===== src/hw/rtl/vdma_pkg.sv =====
// Types and constants for the vehicle drive mode arbiter.
// Used by all vdma modules; no dependencies.
package vdma_pkg;

  localparam int unsigned WR_DATA_WIDTH  = 16;
  localparam int unsigned WR_INDEX_WIDTH = 2;

  // register indexes
  localparam logic [WR_INDEX_WIDTH-1:0] REG_FULL_SPEED      = 2'd0;
  localparam logic [WR_INDEX_WIDTH-1:0] REG_MAX_STEER       = 2'd1;
  localparam logic [WR_INDEX_WIDTH-1:0] REG_DEAD_ZONE       = 2'd2;
  localparam logic [WR_INDEX_WIDTH-1:0] REG_BRAKE_THRESHOLD = 2'd3;

  // register reset values
  localparam logic [14:0] FULL_SPEED_RST      = 15'd998;
  localparam logic [14:0] MAX_STEER_RST       = 15'd11438;
  localparam logic [14:0] DEAD_ZONE_RST       = 15'd3277;
  localparam logic [15:0] BRAKE_THRESHOLD_RST = 16'd3277;

  // event kinds
  localparam logic [1:0] CMD_JOYSTICK = 2'd0;
  localparam logic [1:0] CMD_AUTO     = 2'd1;
  localparam logic [1:0] CMD_HEALTH   = 2'd2;

  // drive modes
  localparam logic [1:0] MODE_HARD   = 2'd0;
  localparam logic [1:0] MODE_FAIL   = 2'd1;
  localparam logic [1:0] MODE_MANUAL = 2'd2;
  localparam logic [1:0] MODE_AUTO   = 2'd3;

  localparam logic [15:0] BRAKE_FULL = 16'd32768;
  localparam logic [15:0] BRAKE_SOFT = 16'd22938;
  localparam logic [15:0] BRAKE_HALF = 16'd16384;

  // floor(v / 9) = (v * DIV9_MUL) >> DIV9_SHIFT, exact for v < 2**21
  localparam logic [18:0] DIV9_MUL   = 19'd466034;
  localparam int unsigned DIV9_SHIFT = 22;

  typedef struct packed {
    logic [14:0] full_speed;
    logic [14:0] max_steer;
    logic [14:0] dead_zone;
    logic [15:0] brake_threshold;
  } cfg_t;

  typedef struct packed {
    logic [1:0]         command;
    logic               button_a;
    logic               button_b;
    logic               button_x;
    logic               button_l1;
    logic               button_r1;
    logic signed [15:0] forward_axis;
    logic signed [15:0] steer_axis;
    logic signed [15:0] auto_speed;
    logic [15:0]        auto_brake;
    logic signed [15:0] auto_steer;
    logic               health_good;
  } in_item_t;

  typedef struct packed {
    logic [1:0]         mode;
    logic               healthy;
    logic signed [15:0] speed;
    logic [15:0]        brake;
    logic               em_release;
    logic signed [15:0] steer;
  } state_t;

  typedef struct packed {
    logic signed [15:0] speed_out;
    logic [15:0]        brake_out;
    logic               em_brake_release;
    logic signed [15:0] steer_out;
    logic [1:0]         mode_out;
  } result_t;

endpackage


===== src/hw/rtl/vdma_if.sv =====
// Valid/ready channel interfaces for the drive mode arbiter.
// No dependencies.
interface vdma_in_if;
  logic               valid;
  logic               ready;
  logic [1:0]         command;
  logic               button_a;
  logic               button_b;
  logic               button_x;
  logic               button_l1;
  logic               button_r1;
  logic signed [15:0] forward_axis;
  logic signed [15:0] steer_axis;
  logic signed [15:0] auto_speed;
  logic [15:0]        auto_brake;
  logic signed [15:0] auto_steer;
  logic               health_good;

  modport source (
    output valid, command, button_a, button_b, button_x, button_l1, button_r1,
           forward_axis, steer_axis, auto_speed, auto_brake, auto_steer, health_good,
    input  ready
  );
  modport sink (
    input  valid, command, button_a, button_b, button_x, button_l1, button_r1,
           forward_axis, steer_axis, auto_speed, auto_brake, auto_steer, health_good,
    output ready
  );
endinterface

interface vdma_out_if;
  logic               valid;
  logic               ready;
  logic signed [15:0] speed_out;
  logic [15:0]        brake_out;
  logic               em_brake_release;
  logic signed [15:0] steer_out;
  logic [1:0]         mode_out;

  modport source (
    output valid, speed_out, brake_out, em_brake_release, steer_out, mode_out,
    input  ready
  );
  modport sink (
    input  valid, speed_out, brake_out, em_brake_release, steer_out, mode_out,
    output ready
  );
endinterface


===== src/hw/rtl/vdma_cfg.sv =====
// Configuration register file of the drive mode arbiter.
// Depends on vdma_pkg.
module vdma_cfg (
  input  logic                                clk,
  input  logic                                rst,
  input  logic                                wr_en,
  input  logic [vdma_pkg::WR_INDEX_WIDTH-1:0] wr_index,
  input  logic [vdma_pkg::WR_DATA_WIDTH-1:0]  wr_data,
  output vdma_pkg::cfg_t                      cfg
);

  always_ff @(posedge clk) begin
    if (rst) begin
      cfg.full_speed      <= vdma_pkg::FULL_SPEED_RST;
      cfg.max_steer       <= vdma_pkg::MAX_STEER_RST;
      cfg.dead_zone       <= vdma_pkg::DEAD_ZONE_RST;
      cfg.brake_threshold <= vdma_pkg::BRAKE_THRESHOLD_RST;
    end else if (wr_en) begin
      unique case (wr_index)
        vdma_pkg::REG_FULL_SPEED:      cfg.full_speed      <= wr_data[14:0];
        vdma_pkg::REG_MAX_STEER:       cfg.max_steer       <= wr_data[14:0];
        vdma_pkg::REG_DEAD_ZONE:       cfg.dead_zone       <= wr_data[14:0];
        vdma_pkg::REG_BRAKE_THRESHOLD: cfg.brake_threshold <= wr_data;
        default: ;
      endcase
    end
  end

endmodule


===== src/hw/rtl/vdma_eval.sv =====
// Event evaluation: mode arbitration, stick scaling and autonomous pass-through.
// Purely combinational; depends on vdma_pkg.
module vdma_eval (
  input  vdma_pkg::cfg_t     cfg,
  input  vdma_pkg::state_t   state,
  input  vdma_pkg::in_item_t item,
  output vdma_pkg::state_t   state_next,
  output vdma_pkg::result_t  result,
  output logic               emit
);

  logic [1:0]         mode_joy;
  logic signed [31:0] steer_prod;
  logic signed [31:0] steer_rnd;
  logic signed [31:0] steer_shr;
  logic [16:0]        mag;
  logic               below_dz;
  logic [16:0]        fwd_off;
  logic [29:0]        speed_prod;
  logic [30:0]        speed_rnd;
  logic [16:0]        brake_diff;
  logic [17:0]        brake_num;
  logic [36:0]        brake_prod;
  logic [14:0]        brake_quot;
  logic [16:0]        brake_sum;
  logic [15:0]        brake_man;
  logic [15:0]        brake_auto;

  always_comb begin
    mode_joy = state.mode;
    if (item.button_b) begin
      mode_joy = vdma_pkg::MODE_HARD;
    end else if (item.button_r1) begin
      mode_joy = vdma_pkg::MODE_FAIL;
    end else if (item.button_x || item.button_l1) begin
      mode_joy = vdma_pkg::MODE_MANUAL;
    end else if (item.button_a) begin
      if (!state.healthy) begin
        mode_joy = vdma_pkg::MODE_FAIL;
      end else if (state.mode == vdma_pkg::MODE_HARD) begin
        mode_joy = vdma_pkg::MODE_AUTO;
      end
    end
  end

  // steering: round half up of stick * max_steer / 2**15, always in range
  assign steer_prod = item.steer_axis * $signed({1'b0, cfg.max_steer});
  assign steer_rnd  = steer_prod + 32'sd16384;
  assign steer_shr  = steer_rnd >>> 15;

  assign mag      = item.forward_axis[15] ? 17'(-$signed({item.forward_axis[15],
                                                           item.forward_axis}))
                                          : {1'b0, item.forward_axis};
  assign below_dz = mag < {2'b00, cfg.dead_zone};

  // forward speed, used only when forward >= dead_zone
  assign fwd_off    = 17'($signed({item.forward_axis[15], item.forward_axis})
                          - $signed({2'b00, cfg.dead_zone}));
  assign speed_prod = fwd_off[14:0] * cfg.full_speed;
  assign speed_rnd  = {1'b0, speed_prod} + 31'd16384;

  // reverse stick brake: round((mag - dz) * 5 / 9) + half, saturated
  assign brake_diff = mag - {2'b00, cfg.dead_zone};
  assign brake_num  = 18'({brake_diff, 2'b00}) + 18'(brake_diff) + 18'd4;
  assign brake_prod = brake_num * vdma_pkg::DIV9_MUL;
  assign brake_quot = brake_prod[vdma_pkg::DIV9_SHIFT +: 15];
  assign brake_sum  = {2'b00, brake_quot} + {1'b0, vdma_pkg::BRAKE_HALF};
  assign brake_man  = (brake_sum > {1'b0, vdma_pkg::BRAKE_FULL}) ? vdma_pkg::BRAKE_FULL
                                                                : brake_sum[15:0];

  assign brake_auto = (item.auto_brake > vdma_pkg::BRAKE_FULL) ? vdma_pkg::BRAKE_FULL
                                                              : item.auto_brake;

  always_comb begin
    state_next = state;
    emit       = 1'b0;
    case (item.command)
      vdma_pkg::CMD_JOYSTICK: begin
        state_next.mode  = mode_joy;
        state_next.steer = steer_shr[15:0];
        case (mode_joy)
          vdma_pkg::MODE_MANUAL: begin
            state_next.em_release = 1'b1;
            if (below_dz) begin
              state_next.speed = '0;
              state_next.brake = '0;
            end else if (!item.forward_axis[15] && item.forward_axis != 16'sd0) begin
              state_next.speed = speed_rnd[30:15];
              state_next.brake = '0;
            end else if (item.forward_axis[15]) begin
              state_next.speed = '0;
              state_next.brake = brake_man;
            end
            emit = 1'b1;
          end
          vdma_pkg::MODE_HARD: begin
            state_next.speed      = '0;
            state_next.em_release = 1'b0;
            state_next.brake      = vdma_pkg::BRAKE_FULL;
            emit                  = 1'b1;
          end
          vdma_pkg::MODE_FAIL: begin
            state_next.speed      = '0;
            state_next.em_release = 1'b0;
            state_next.brake      = vdma_pkg::BRAKE_SOFT;
            emit                  = 1'b1;
          end
          default: ;
        endcase
      end
      vdma_pkg::CMD_AUTO: begin
        if (state.mode == vdma_pkg::MODE_AUTO) begin
          emit = 1'b1;
          if (!state.healthy) begin
            state_next.mode       = vdma_pkg::MODE_FAIL;
            state_next.speed      = '0;
            state_next.em_release = 1'b0;
            state_next.brake      = vdma_pkg::BRAKE_SOFT;
          end else begin
            if (item.auto_brake > cfg.brake_threshold) begin
              state_next.brake = brake_auto;
              state_next.speed = '0;
            end else begin
              state_next.brake = '0;
              state_next.speed = item.auto_speed;
            end
            state_next.em_release = 1'b1;
            state_next.steer      = item.auto_steer;
          end
        end
      end
      vdma_pkg::CMD_HEALTH: begin
        state_next.healthy = item.health_good;
      end
      default: ;
    endcase
  end

  assign result.speed_out        = state_next.speed;
  assign result.brake_out        = state_next.brake;
  assign result.em_brake_release = state_next.em_release;
  assign result.steer_out        = state_next.steer;
  assign result.mode_out         = state_next.mode;

endmodule


===== src/hw/rtl/vehicle_drive_mode_arbiter_top.sv =====
// Top level of the vehicle drive mode arbiter: input register, state, result register.
// Depends on vdma_pkg, vdma_if, vdma_cfg and vdma_eval.
//
//   channel   role    handshake      payload
//   in_ch     sink    valid/ready    event: command, buttons, axes, auto fields, health
//   out_ch    source  valid/ready    speed, brake, em release, steer, mode
//   wr_*      sink    wr_en only     register index and data
//
// One event per cycle sustained while the result is not stalled.
// An event passes the input register, then the result register; only events that emit give a result.
// Synchronous reset clears the pipeline valids, mode, health flag and the rest of the state.
// A stalled result holds the evaluation stage; the input register still takes
// a new event while its slot is empty or moving on.
module vehicle_drive_mode_arbiter_top (
  input  logic                                clk,
  input  logic                                rst,
  input  logic                                wr_en,
  input  logic [vdma_pkg::WR_INDEX_WIDTH-1:0] wr_index,
  input  logic [vdma_pkg::WR_DATA_WIDTH-1:0]  wr_data,
  vdma_in_if.sink                             in_ch,
  vdma_out_if.source                          out_ch
);

  vdma_pkg::cfg_t     cfg;
  vdma_pkg::in_item_t item;
  vdma_pkg::state_t   state;
  vdma_pkg::state_t   state_next;
  vdma_pkg::result_t  result;
  vdma_pkg::result_t  res_q;
  logic               emit;
  logic               item_valid;
  logic               res_valid;
  logic               advance;

  vdma_cfg u_cfg (
    .clk      (clk),
    .rst      (rst),
    .wr_en    (wr_en),
    .wr_index (wr_index),
    .wr_data  (wr_data),
    .cfg      (cfg)
  );

  vdma_eval u_eval (
    .cfg        (cfg),
    .state      (state),
    .item       (item),
    .state_next (state_next),
    .result     (result),
    .emit       (emit)
  );

  assign advance     = item_valid && (!res_valid || out_ch.ready);
  assign in_ch.ready = !item_valid || advance;

  always_ff @(posedge clk) begin
    if (rst) begin
      item_valid <= 1'b0;
    end else if (in_ch.ready) begin
      item_valid <= in_ch.valid;
    end
  end

  always_ff @(posedge clk) begin
    if (in_ch.valid && in_ch.ready) begin
      item.command      <= in_ch.command;
      item.button_a     <= in_ch.button_a;
      item.button_b     <= in_ch.button_b;
      item.button_x     <= in_ch.button_x;
      item.button_l1    <= in_ch.button_l1;
      item.button_r1    <= in_ch.button_r1;
      item.forward_axis <= in_ch.forward_axis;
      item.steer_axis   <= in_ch.steer_axis;
      item.auto_speed   <= in_ch.auto_speed;
      item.auto_brake   <= in_ch.auto_brake;
      item.auto_steer   <= in_ch.auto_steer;
      item.health_good  <= in_ch.health_good;
    end
  end

  always_ff @(posedge clk) begin
    if (rst) begin
      state <= '0;
    end else if (advance) begin
      state <= state_next;
    end
  end

  always_ff @(posedge clk) begin
    if (rst) begin
      res_valid <= 1'b0;
    end else if (advance) begin
      res_valid <= emit;
    end else if (out_ch.ready) begin
      res_valid <= 1'b0;
    end
  end

  always_ff @(posedge clk) begin
    if (advance && emit) begin
      res_q <= result;
    end
  end

  assign out_ch.valid            = res_valid;
  assign out_ch.speed_out        = res_q.speed_out;
  assign out_ch.brake_out        = res_q.brake_out;
  assign out_ch.em_brake_release = res_q.em_brake_release;
  assign out_ch.steer_out        = res_q.steer_out;
  assign out_ch.mode_out         = res_q.mode_out;

endmodule

===== src/flat_wrapper.sv =====
// flat-port wrapper written by rule: the top's interface ports become plain ports
module vehicle_drive_mode_arbiter_top_flat 
  (clk, rst, wr_en, wr_index, wr_data, in_ch_valid, in_ch_command, in_ch_button_a, in_ch_button_b, in_ch_button_x, in_ch_button_l1, in_ch_button_r1, in_ch_forward_axis, in_ch_steer_axis, in_ch_auto_speed, in_ch_auto_brake, in_ch_auto_steer, in_ch_health_good, in_ch_ready, out_ch_valid, out_ch_speed_out, out_ch_brake_out, out_ch_em_brake_release, out_ch_steer_out, out_ch_mode_out, out_ch_ready);
  vdma_in_if in_ch_i ();
  vdma_out_if out_ch_i ();
  input  logic clk;
  input  logic rst;
  input  logic wr_en;
  input  logic [vdma_pkg::WR_INDEX_WIDTH-1:0] wr_index;
  input  logic [vdma_pkg::WR_DATA_WIDTH-1:0] wr_data;
  input wire logic [$bits(in_ch_i.valid)-1:0] in_ch_valid;
  input wire logic [$bits(in_ch_i.command)-1:0] in_ch_command;
  input wire logic [$bits(in_ch_i.button_a)-1:0] in_ch_button_a;
  input wire logic [$bits(in_ch_i.button_b)-1:0] in_ch_button_b;
  input wire logic [$bits(in_ch_i.button_x)-1:0] in_ch_button_x;
  input wire logic [$bits(in_ch_i.button_l1)-1:0] in_ch_button_l1;
  input wire logic [$bits(in_ch_i.button_r1)-1:0] in_ch_button_r1;
  input wire logic [$bits(in_ch_i.forward_axis)-1:0] in_ch_forward_axis;
  input wire logic [$bits(in_ch_i.steer_axis)-1:0] in_ch_steer_axis;
  input wire logic [$bits(in_ch_i.auto_speed)-1:0] in_ch_auto_speed;
  input wire logic [$bits(in_ch_i.auto_brake)-1:0] in_ch_auto_brake;
  input wire logic [$bits(in_ch_i.auto_steer)-1:0] in_ch_auto_steer;
  input wire logic [$bits(in_ch_i.health_good)-1:0] in_ch_health_good;
  output wire logic [$bits(in_ch_i.ready)-1:0] in_ch_ready;
  output wire logic [$bits(out_ch_i.valid)-1:0] out_ch_valid;
  output wire logic [$bits(out_ch_i.speed_out)-1:0] out_ch_speed_out;
  output wire logic [$bits(out_ch_i.brake_out)-1:0] out_ch_brake_out;
  output wire logic [$bits(out_ch_i.em_brake_release)-1:0] out_ch_em_brake_release;
  output wire logic [$bits(out_ch_i.steer_out)-1:0] out_ch_steer_out;
  output wire logic [$bits(out_ch_i.mode_out)-1:0] out_ch_mode_out;
  input wire logic [$bits(out_ch_i.ready)-1:0] out_ch_ready;
  assign in_ch_i.valid = in_ch_valid;
  assign in_ch_i.command = in_ch_command;
  assign in_ch_i.button_a = in_ch_button_a;
  assign in_ch_i.button_b = in_ch_button_b;
  assign in_ch_i.button_x = in_ch_button_x;
  assign in_ch_i.button_l1 = in_ch_button_l1;
  assign in_ch_i.button_r1 = in_ch_button_r1;
  assign in_ch_i.forward_axis = in_ch_forward_axis;
  assign in_ch_i.steer_axis = in_ch_steer_axis;
  assign in_ch_i.auto_speed = in_ch_auto_speed;
  assign in_ch_i.auto_brake = in_ch_auto_brake;
  assign in_ch_i.auto_steer = in_ch_auto_steer;
  assign in_ch_i.health_good = in_ch_health_good;
  assign in_ch_ready = in_ch_i.ready;
  assign out_ch_valid = out_ch_i.valid;
  assign out_ch_speed_out = out_ch_i.speed_out;
  assign out_ch_brake_out = out_ch_i.brake_out;
  assign out_ch_em_brake_release = out_ch_i.em_brake_release;
  assign out_ch_steer_out = out_ch_i.steer_out;
  assign out_ch_mode_out = out_ch_i.mode_out;
  assign out_ch_i.ready = out_ch_ready;
  vehicle_drive_mode_arbiter_top u_core (.clk(clk), .rst(rst), .wr_en(wr_en), .wr_index(wr_index), .wr_data(wr_data), .in_ch(in_ch_i), .out_ch(out_ch_i));
endmodule

===== config.mk =====
export PLATFORM = sky130hd
export DESIGN_NAME = vehicle_drive_mode_arbiter_top_flat
export DESIGN_NICKNAME = d
export VERILOG_FILES = /design/src/hw/rtl/vdma_pkg.sv /design/src/hw/rtl/vdma_if.sv /design/src/hw/rtl/vdma_cfg.sv /design/src/hw/rtl/vdma_eval.sv /design/src/hw/rtl/vehicle_drive_mode_arbiter_top.sv /design/src/flat_wrapper.sv
export SDC_FILE = /design/constraint.sdc
export NUM_CORES = 2
export LEC_CHECK = 0
export BUFFER_PORTS_ARGS = -buffer_cell sky130_fd_sc_hd__buf_2
export CAP_MARGIN = 10
export CORE_MARGIN = 3
export CORE_UTILIZATION = 23
export CTS_CLUSTER_SIZE = 40
export DETAILED_ROUTE_END_ITERATION = 8
export SYNTH_ARGS = -nofsm -noshare
export SYNTH_HDL_FRONTEND = slang
export SYNTH_SLANG_ARGS = --single-unit

===== constraint.sdc =====
create_clock -name clk -period 9.95 [get_ports clk]
set_clock_uncertainty 0.1 [all_clocks]
set_input_delay 1.99 -clock clk [delete_from_list [all_inputs] [get_ports clk]]
set_output_delay 1.99 -clock clk [all_outputs]
set_load 0.01 [all_outputs]

==> flow_metrics.env <==
export IMPL_mappedNetlistNets=4634
export IMPL_syn_cell_area_mm2=0.0337
export IMPL_final_hold_worst_slack_ps=357
export IMPL_failing_checks="negative setup slack"
export IMPL_clock_buffer_count_from_cts=31
export IMPL_startpoint_type="register"
export IMPL_htree_num_levels=1
export IMPL_cpMaxStageDelayCell="sky130_fd_sc_hd__fa_2"
export IMPL_clk_transition_reported_paths_ps=70
export IMPL_ys_flop_type="sky130_fd_sc_hd__edfxtp_1"
export IMPL_netlist_instances=3638
export IMPL_min_period_ps=10000
export IMPL_port_buffers=163
export IMPL_layout_cell_area_non_filler_mm2=0.0408
export IMPL_floorplan_initialDensity_pct=23.3
export IMPL_portion_of_the_post_synthesis_area_used_by_sequential_elements_pct=19.2
export IMPL_maximum_number_of_pins_on_one_net_before_global_route_repair=66
export IMPL_most_common_layout_cells="696 x sky130_fd_sc_hd__inv_1, 472 x sky130_fd_sc_hd__fa_1, 464 x sky130_fd_sc_hd__nand2_1"
export IMPL_antenna_left=0
export IMPL_cap_violations=0
export IMPL_insertion_delay_ps=620
export IMPL_dpl_hpwl_um=82800
export IMPL_timing_critical_path_arrival_ps=10440
export IMPL_row_count=139
export IMPL_final_setup_worst_slack_ps=-49.4
export IMPL_synth_seq_cells=254
export IMPL_synthArstFlopShare_pct=0
export IMPL_crit_fanout=6
export IMPL_dieArea_mm2=0.151
export IMPL_via_per_inst=4.53
export IMPL_initial_antenna_violation_count=19
export IMPL_route_final_wire_length_um=103000
export IMPL_die_w_um=389
export IMPL_global_route_usage_total_pct=13.5
export IMPL_period_share_pct=100
export IMPL_floorplan_die_height_um=389
export IMPL_maximum_clock_frequency_mhz=100
export IMPL_vias_after_detailed_routing=26787
export IMPL_drt_iter0_drc=1631
export IMPL_layout_commonest_cell="sky130_fd_sc_hd__inv_1"
export IMPL_netlist_cell_type_count=83
export IMPL_setup_viol_count_final=7
export IMPL_grt_pass1_vias=27879
export IMPL_worst_ep_required_time_ps=10390
export IMPL_first_drt_pass_iteration_count=6
export IMPL_path_delay_family="adder cells"
export IMPL_cts_hold_fix_buffers=0
export IMPL_detailed_place_area_mm2=0.0382
export IMPL_wire_length_of_the_first_global_routing_pass_um=160000
export IMPL_cts_buffer_depth=3
export IMPL_grt_ovfl_total=0
export IMPL_syn_avg_cell_area_um2=9.25
export IMPL_slew_headroom_pct=15.6
export IMPL_final_layout_size_suffix_gt1_share_pct=17.3
export IMPL_cp_endpoint_kind="register"
export IMPL_run_status="complete, but fails checks"
export IMPL_cts_sink_count=254
export IMPL_hold_viol=0
export IMPL_cts_tree="done"
export IMPL_hold_path_class="reg2reg"
export IMPL_fin_cells=5910
export IMPL_cpPeakStageDelay_ps=580
export IMPL_num_nets_final=4973
export IMPL_synth_warning_count=0
export IMPL_synthToLayoutAreaGrowth_pct=21.1
export IMPL_number_of_enable_flip_flop_cells_after_synthesis=139
export IMPL_actual_transition_at_the_worst_max_transition_pin_ps=1260
export IMPL_num_io_pins=164
export IMPL_dp_cells=5805
export IMPL_setup_repair_after_global_routing_missed_its_margin="yes"
export IMPL_fp_coreArea_mm2=0.145
export IMPL_fin_util_pct=28.2
export IMPL_drc=0
export IMPL_fillerInstances=15117
export IMPL_critPathBufInv=4
export IMPL_final_max_slew_viol_count=0
export IMPL_worst_setup_path_type="reg2reg"
export IMPL_clockRootBuffer="sky130_fd_sc_hd__clkbuf_16"
export IMPL_place_gp_congestion=0.879
export IMPL_wire_length_per_cell_um=17.5
-- cells in the mapped netlist (all sizes together) (6+ instances only) --
cell / number / area, um^2
inv: 701 / 2630
fa: 478 / 9570
nand2: 476 / 1790
ha: 407 / 5090
and2: 181 / 1130
nor2: 159 / 597
a21oi: 139 / 696
edfxtp: 139 / 4170
clkbuf: 129 / 484
dfxtp: 115 / 2300
o21ai: 77 / 385
xnor2: 73 / 639
a21o: 42 / 315
nor3: 42 / 220
xor2: 39 / 342
nor2b: 36 / 225
a211oi: 29 / 218
nand3b: 27 / 203
nand3: 26 / 135
nand2b: 25 / 156
o21a: 25 / 188
or3: 19 / 129
and3: 17 / 106
nand4: 15 / 93.8
nor4: 15 / 109
a31oi: 14 / 87.6
o21bai: 14 / 105
a22oi: 13 / 97.6
a211o: 12 / 105
or2: 11 / 71.3
a311oi: 10 / 87.6
o31ai: 10 / 75.1
a21boi: 8 / 60.1
a222oi: 8 / 80.1
o211ai: 8 / 60.1
a22o: 6 / 52.6
a31o: 6 / 52.6
mux2i: 6 / 60.1
nor3b: 6 / 45.0
o41ai: 6 / 52.6
-- routing by layer --
metal	GRT usage [%]	share of wire (%)
met1	18.2	44
met2	22.2	46
met3	2.33	6.8
met4	3.97	3.1
met5	0	0.055
-- flip-flops by register name, summed over array words and instances, names as in the netlist, 2 cells and up --
register,cells
u_core.state,52
u_core.out_ch.brake_out,16
u_core.out_ch.steer_out,16
u_core.out_ch.speed_out,16
u_core.item,88
u_core.u_cfg.cfg,61
u_core.out_ch.mode_out,2
-- final timing paths --
check | start | end | slack, ps | cells past startpoint
setup reg to reg | u_core.item[67] | u_core.state[17] | -50 | 42
hold reg to reg | u_core.state[39] | u_core.state[39] | 360 | 2
setup / recovery | u_core.item[67] | u_core.state[17] | -50 | 42
hold / removal | u_core.state[39] | u_core.state[39] | 360 | 2
-- metrics by stage --
stage | setup slack, ps | TNS (ps)
after floorplan | 3.50 | 0
after global placement | -374 | -6110
after detailed placement | -620 | -13050
after CTS | 4.52 | 0
after global routing | -376 | -5420
final | -49.4 | -137
-- worst reg2reg max path: cells and delay by family (launching register included) --
family	cells	cell delay, ps
flops	1	410
compound gates	14	2550
buf+inv	4	580
simple gates	12	2720
mux	1	260
xor+xnor	2	250
fa+ha+maj	9	3070
-- cell families (layout without fill, tap and decap cells) --
| family | after synthesis | in the layout | share of synthesized area, % |
|---|---|---|---|
| AOI/OAI and AO/OA | 475 | 475 | 9.39 |
| xor gates and xnor gates | 112 | 112 | 2.91 |
| adders and majority gates | 887 | 887 | 43.6 |
| buffers and inverters | 835 | 1199 | 9.34 |
| DFF | 254 | 254 | 19.2 |
| muxes | 9 | 9 | 0.279 |
| other | 0 | 5 | 0 |
| and+or+nand+nor | 1066 | 1066 | 15.2 |
-- cell type report --
cell class / count / area [um^2] / share of cell area (%)
timing repair buffer: 440 / 2960 / 7.25
tap: 1903 / 2380 / 5.84
antenna: 5 / 12.5 / 0.0307
multi-input combinational: 2549 / 25300 / 62.0
clock inverter: 19 / 138 / 0.338
clock buffer: 39 / 890 / 2.18
inverter: 701 / 2630 / 6.46
sequential: 254 / 6480 / 15.9
-- what timing repair did --
action	in CTS	in global routing
setup buffers	19	26
endpoints found under the setup margin	33	59
pin swaps	41	116
resized for setup	69	158
Power is left out: the tool's default activity adds up to more than one toggle a clock period on the data nets, which glitch-free logic cannot reach.
